<file path="config.mk">
export PLATFORM = sky130hd
export DESIGN_NAME = glzw_packer
export DESIGN_NICKNAME = d
export VERILOG_FILES = /design/src/rtl/glzw_pkg.sv /design/src/rtl/glzw_packer.sv
export SDC_FILE = /design/constraint.sdc
export NUM_CORES = 1
export LEC_CHECK = 0
export BUFFER_PORTS_ARGS = -buffer_cell sky130_fd_sc_hd__buf_2
export CORE_UTILIZATION = 45
export CTS_CLUSTER_SIZE = 40
export DETAILED_ROUTE_END_ITERATION = 10
export GPL_ROUTABILITY_DRIVEN = 0
export PLACE_DENSITY = 0.78
export SLEW_MARGIN = 10
export SYNTH_ARGS = -nofsm -noshare
export SYNTH_HDL_FRONTEND = slang
export SYNTH_SLANG_ARGS = --single-unit
</file>
<file path="constraint.sdc">
create_clock -name clk -period 3.5 [get_ports clk]
set_clock_uncertainty 0.2 [all_clocks]
set_input_delay 0.875 -clock clk [delete_from_list [all_inputs] [get_ports clk]]
set_output_delay 0.875 -clock clk [all_outputs]
set_load 0.005 [all_outputs]
</file>
<file path="src/rtl/glzw_pkg.sv">
// glzw_pkg: shared types and constants for the GIF LZW compressor.
// Used by glzw_packer and gif_lzw_compressor. No dependencies.
`default_nettype none
package glzw_pkg;

  localparam int CODE_W = 12;
  localparam int WID_W  = 4;

  localparam logic [CODE_W-1:0] CLR_CODE    = 12'd256;
  localparam logic [CODE_W-1:0] END_CODE    = 12'd257;
  localparam logic [CODE_W-1:0] FIRST_CODE  = 12'd258;
  localparam logic [WID_W-1:0]  START_WIDTH = 4'd9;
  localparam logic [5:0]        HASH_MUL    = 6'd37;

  typedef struct packed {
    logic [7:0] pixel_byte;
    logic       final_byte;
  } in_item_t;

  typedef struct packed {
    logic [7:0] packed_byte;
    logic       stream_end;
  } out_item_t;

  // command from the sequencer to the bit packer
  typedef struct packed {
    logic              load;
    logic              flush;
    logic              stop;
    logic [CODE_W-1:0] code;
    logic [WID_W-1:0]  width;
  } pk_cmd_t;

endpackage
`default_nettype wire

</file>
<file path="src/rtl/glzw_packer.sv">
// glzw_packer: LSB-first bit packer with output register.
// Depends on glzw_pkg.
`default_nettype none
module glzw_packer import glzw_pkg::*; (
  input  wire logic      clk,
  input  wire logic      rst_n,
  input  wire pk_cmd_t   cmd,
  output logic           ready,
  output logic           out_valid,
  input  wire logic      out_stall,
  output out_item_t      out_data
);

  logic [19:0]       acc_r, acc_nxt;
  logic [4:0]        cnt_r, cnt_nxt;
  logic              stop_r, stop_nxt;
  logic              vld_r, vld_nxt;
  out_item_t         dat_r, dat_nxt;
  logic              slot_free;
  logic [CODE_W-1:0] code_m;

  always_comb begin
    slot_free = !vld_r || !out_stall;
    ready     = (cnt_r < 5'd8) && slot_free;
    code_m    = cmd.code & CODE_W'((13'd1 << cmd.width) - 13'd1);
    acc_nxt   = acc_r;
    cnt_nxt   = cnt_r;
    stop_nxt  = stop_r;
    vld_nxt   = vld_r && out_stall;
    dat_nxt   = dat_r;
    if (cmd.load && ready) begin
      acc_nxt  = acc_r | (20'(code_m) << cnt_r);
      cnt_nxt  = cnt_r + 5'(cmd.width);
      stop_nxt = cmd.stop;
    end else if (cmd.flush && ready) begin
      if (cnt_r != 5'd0) begin
        vld_nxt             = 1'b1;
        dat_nxt.packed_byte = acc_r[7:0];
        dat_nxt.stream_end  = 1'b1;
      end
      acc_nxt  = '0;
      cnt_nxt  = '0;
      stop_nxt = 1'b0;
    end else if (cnt_r >= 5'd8 && slot_free) begin
      vld_nxt             = 1'b1;
      dat_nxt.packed_byte = acc_r[7:0];
      dat_nxt.stream_end  = stop_r && (cnt_r == 5'd8);
      acc_nxt             = acc_r >> 8;
      cnt_nxt             = cnt_r - 5'd8;
    end
  end

  always_ff @(posedge clk) begin
    if (!rst_n) begin
      acc_r  <= '0;
      cnt_r  <= '0;
      stop_r <= 1'b0;
      vld_r  <= 1'b0;
    end else begin
      acc_r  <= acc_nxt;
      cnt_r  <= cnt_nxt;
      stop_r <= stop_nxt;
      vld_r  <= vld_nxt;
    end
  end

  always_ff @(posedge clk) begin
    dat_r <= dat_nxt;
  end

  assign out_valid = vld_r;
  assign out_data  = dat_r;

endmodule
`default_nettype wire

</file>
# After elaboration in Yosys (flattened, before gate mapping)

Cells that the tools add are included.

Register bits: 36
Bits of input ports: 22
Output and inout port bits: 11
Logic and storage cells: 47

$add $sub $neg: 3
Order comparisons: 2
Equal/unequal tests: 2
Shifts and indexed selects: 2
Multiplexer cells: 15
Bitwise logic cells: 3
Reductions and logical operators: 14

Operators with widths:

| operator                | count |
|---|---|
| $mux W20                | 3 |
| $mux W9                 | 3 |
| $or A20 B20 Y20         | 1 |
| $shl A12 B5 Y20         | 1 |
| $mux W5                 | 3 |
| $and A12 B12 Y12        | 1 |
| $shl A1 B4 Y12 const A  | 1 |
| $sub A12 B1 Y12 const B | 1 |
| $logic_and A1 B1 Y1     | 6 |
| $mux W1                 | 6 |
| $add A5 B4 Y5           | 1 |
| $eq A5 B4 Y1 const B    | 1 |
| $ge A5 B4 Y1 const B    | 1 |
| $lt A5 B4 Y1 const B    | 1 |
| $reduce_bool A5 Y1      | 1 |
| $sub A5 B4 Y5 const B   | 1 |
| $reduce_bool A2 Y1      | 2 |
| $reduce_and A3 Y1       | 1 |
| $reduce_bool A3 Y1      | 1 |
| $logic_not A1 Y1        | 2 |
| $ne A2 B1 Y1 const B    | 1 |
| $logic_or A1 B1 Y1      | 1 |
| $not A1 Y1              | 1 |

# Longest topological paths before layout

Word-level depth: 6
Depth in mapped cells: 11
Mapped depth without buffers: 9

# Worst setup path before layout

No wires, ideal clock.

Path kind: input to register
Start: in cmd[2] in the netlist's numbering
End: reg acc_r[2]
Library setup time: 115 ps
Arrival: 3,207 ps
Data required time: 3,185 ps
Setup slack: -22 ps
Stages on the path: 11
Buffers on the path: 2
Cell sequence: buf_2 or2_2 or3_1 ha_1 buf_2 and2_1 mux2_4 a211o_1 a32o_1 a21oi_1 nor2_1

Cells in the longest elaborated chain, start to end: 6

RTL lines:

| item                   | RTL line          | text |
|---|---|---|
| start: declaration     | glzw_packer.sv:7  | `input wire pk_cmd_t cmd,` |
| $shl A1 B4 Y12         | glzw_packer.sv:25 | `code_m = cmd.code & CODE_W'((13'd1 << cmd.width) - 13'd1);` |
| $sub A12 B1 Y12        | glzw_packer.sv:25 |  |
| $and A12 B12 Y12       | glzw_packer.sv:25 |  |
| $shl A12 B5 Y20        | glzw_packer.sv:32 | `acc_nxt = acc_r \| (20'(code_m) << cnt_r);` |
| $or A20 B20 Y20        | glzw_packer.sv:32 |  |
| $mux W20               | glzw_packer.sv:31 | `if (cmd.load && ready) begin` |
| end signal: assignment | glzw_packer.sv:60 | `acc_r <= acc_nxt;` |
| end: declaration       | glzw_packer.sv:14 | `logic [19:0] acc_r, acc_nxt;` |

Every way passes these cells.
A chain may end at the register's enable or synchronous reset.

# Worst setup path after layout

Start: in cmd[2] in the netlist's numbering
End: reg acc_r[12]

Same word-level chain as after synthesis.

==> summary.txt <==
Power
  – Maximum VDD drop: 0.000421 V
  – Power share of the sequential group: 31.2%
  – Pint: 1.22 mW
  – Power Dens Cells: 681 nW/um2
  – Sw power: 964 uW
  – Pleak: 1.30 nW
  – Clock power share: 16.8%
  – Tot Pwr: 2.19 mW
  – Comb power frac: 51.9%
  – Sw frac: 44.1%

Setup path
  – CP arrival: 3.27 ns
  – Setup crit end kind: flop
  – Crit-path cells: buf_2 -> or2_2 -> or3_1 -> ha_2 -> and2_1 -> o211a_1 -> o211a_1 -> o311ai_0 -> o311a_1 -> a211oi_1
  – Crit path depth: 10
  – Max Fanout on Critical Path: 8
  – Crit Path Class: in -> reg
  – Startpoint Class: input port
  – CP peak stage delay: 0.43 ns
  – FF-to-FF setup slack: 0.68 ns
  – R2R cell count: 7
  – RR Startpoint: cnt_r[4]$_SDFFE_PN0P_
  – CP max-delay cell: o311ai_0
  – Top Family by Delay on Critical Path: compound AO/OA/AOI/OAI gates
  – Reg2reg end: acc_r[12]$_SDFFE_PN0P_
  – Worst path most repeated cell: o211a_1
  – CP bufs+invs: 1
  – Crit path required time: 3.48 ns

Clocking
  – Post-CTS sizing: 0
  – CTS clk-pin slew, worst paths: 0.07 ns
  – Post-CTS setup buffers: 0
  – CTS tree: done
  – H-tree levels: 2
  – Longest Clk Path Bufs: 2
  – CTS Buf Count: 5
  – Clock sink count: 36
  – Count of hold-fix buffers inserted at cts: 0
  – Clk root buf: clkbuf_8
  – Worst skew pair latency: 0.30 ns

Hold path
  – Hold-critical path endpoint: out_data[6]$_DFFE_PP_
  – Hold_sp: acc_r[5]$_SDFFE_PN0P_
  – HP Class: reg -> reg
  – Worst hold path depth: 0

Die
  – Die area: 6510 um2
  – IO Count: 33
  – Die Height: 80.7 um
  – Core area: 5960 um2
  – Std cell rows: 28
  – Die X: 80.7 um
  – Starting Density: 46.8%

Synth
  – Mapped Area: 2790 um2
  – Register area share after synthesis: 29.1%
  – Synthesis warning total: 0
  – Synth area leader: dfxtp_1
  – Cell count after synthesis: 348
  – Main synth FF type: dfxtp_1
  – EDFF count, synth: 9
  – Synthesized net count: 378
  – Async SR Flop Fraction: 0%
  – Area contributors post-synth: dfxtp_1, edfxtp_1, a21oi_1, o21ai_0, nand2_1
  – Synth cell types: 73
  – Top-area cell type share of the netlist area: 19.4%
  – Syn_area_per_cell: 8.01 um2
  – Synth Register Bits: 36

Global routing
  – GR peak layer: met2
  – Grt total ovfl: 0
  – Largest net degree at the start of global routing: 24
  – Grt met1 use: 36.9%
  – GR Util met2: 43.6%
  – Initial antenna violation count: 0
  – GRT met3 Usage: 5.23%
  – First-pass GRT wire length: 14100 um
  – Vias in the first global route: 2831
  – GRT Overall Usage: 28.0%

Timing
  – Count of final setup violators: 0
  – Slew Limit Headroom: 49.2%
  – RSZ-0062 raised after global routing: no
  – Worst Hold Slack: 0.245 ns
  – Worst Tran Pin Value: 0.761 ns
  – Worst setup slack after layout: 0.210 ns
  – Highest clock rate: 0.304 GHz
  – Period utilization: 94.0%
  – Tmin final: 3.29 ns
  – Endpoints failing hold: 0
  – Max-slew violation count: 0

Place
  – # port buffers: 32
  – Worst slack, placed: -0.0296 ns
  – Dpl hpwl: 6240 um

Route
  – Via/cell ratio: 6.73
  – WL final: 8630 um
  – WL/cell: 18.7 um
  – Routed vias: 3102
  – Pre-Repair DR Iteration Count: 6
  – DRC Markers: 0
  – Final ANT Viol Nets: 0
  – Iter 0 DRT Violations: 491

Run status
  – Status: completed

Final layout
  – Share of cells above drive strength 1: 20.7%
  – ANT cells: 0
  – Layout area overhead: 15.3%
  – Final nets: 415

Job
  – Max_cap viols: 0
## flip-flops by register name, indices dropped and copies added (netlist names)
name       flops
acc_r         20
stop_r         1
out_data       9
cnt_r          5
out_valid      1
## cell type report
cell class	count	area, um2
sequential	36	811
multi-input combinational	279	1840
timing repair buffer	56	340
inverter	7	26.3
clock inverter	2	35.0
tap	75	93.8
fill	568	2740
clock buffer	6	72.6
## through the flow
step,setup TNS (ns),instances,utilization [%],cell area [um2]
2_1_floorplan,0,348,-,2790
6_report,0,461,54.0,3210
5_1_grt,0,461,54.0,3210
4_1_cts,0,461,54.0,3210
3_3_place_gp,-0.0129,453,52.2,3110
3_5_place_dp,-0.0576,453,52.2,3110
## routing by layer
| metal | vias up | part of all wire [%] |
|---|---|---|
| met5 | - | 0 |
| met2 | 203 | 46 |
| met3 | 47 | 10 |
| met4 | 0 | 3.8 |
| met1 | 1424 | 40 |
| li1 | 1428 | - |
## synthesized netlist by cell type, drive strengths merged (3+ instances only)
master / n
and3: 5
o31ai: 3
ha: 7
and2: 6
a21o: 8
o211a: 7
o22ai: 5
dfxtp: 27
a311oi: 3
o311a: 4
nand2b: 5
o221ai: 3
buf: 9
o211ai: 4
a31oi: 4
a21oi: 29
nor2: 24
nand2: 34
o311ai: 4
inv: 6
a22oi: 7
o21ai: 26
nand3: 15
clkbuf: 17
nand4: 4
nor2b: 3
edfxtp: 9
o21a: 5
nor3: 9
a211oi: 7
or2: 4
mux2i: 4
## logic make-up after synthesis
family	synth area share, %
compound gates	37.7
flops	29.1
mux	2.38
xor+xnor	0.628
buf+inv	5.16
fa+ha+maj	3.86
simple gates	21.2
## power groups by stage
stage / Clock (mW) / Sequential [mW] / Combinational (mW)
after floorplan: 0 / 0.647 / 0.764
after global placement: 0 / 0.682 / 1.07
after detailed placement: 0 / 0.687 / 1.09
after CTS: 0.370 / 0.681 / 1.10
after global routing: 0.384 / 0.703 / 1.24
final: 0.368 / 0.684 / 1.14
## worst max-delay path by stage
stage                start                      to  slack [ns]
floorplan           cmd[2]   acc_r[2]$_SDFFE_PN0P_        0.01
global placement    cmd[2]  acc_r[12]$_SDFFE_PN0P_       -0.01
detailed placement  cmd[2]  acc_r[12]$_SDFFE_PN0P_       -0.03
CTS                 cmd[2]  acc_r[12]$_SDFFE_PN0P_        0.26
global route        cmd[2]  acc_r[12]$_SDFFE_PN0P_        0.09
finish              cmd[2]  acc_r[12]$_SDFFE_PN0P_        0.21
## layout by cell type (no fill, tap or decap), drive strengths merged, types with 7 or more instances in the layout
cell	synthesis	layout
a22oi	7	7
edfxtp	9	9
o211a	7	7
nor2	24	24
a21oi	29	29
ha	7	7
o21ai	26	26
nor3	9	9
nand2	34	34
a211oi	7	7
buf	9	56
dfxtp	27	27
a21o	8	8
nand3	15	15
Note: power is estimated with default switching activity, not from simulation.
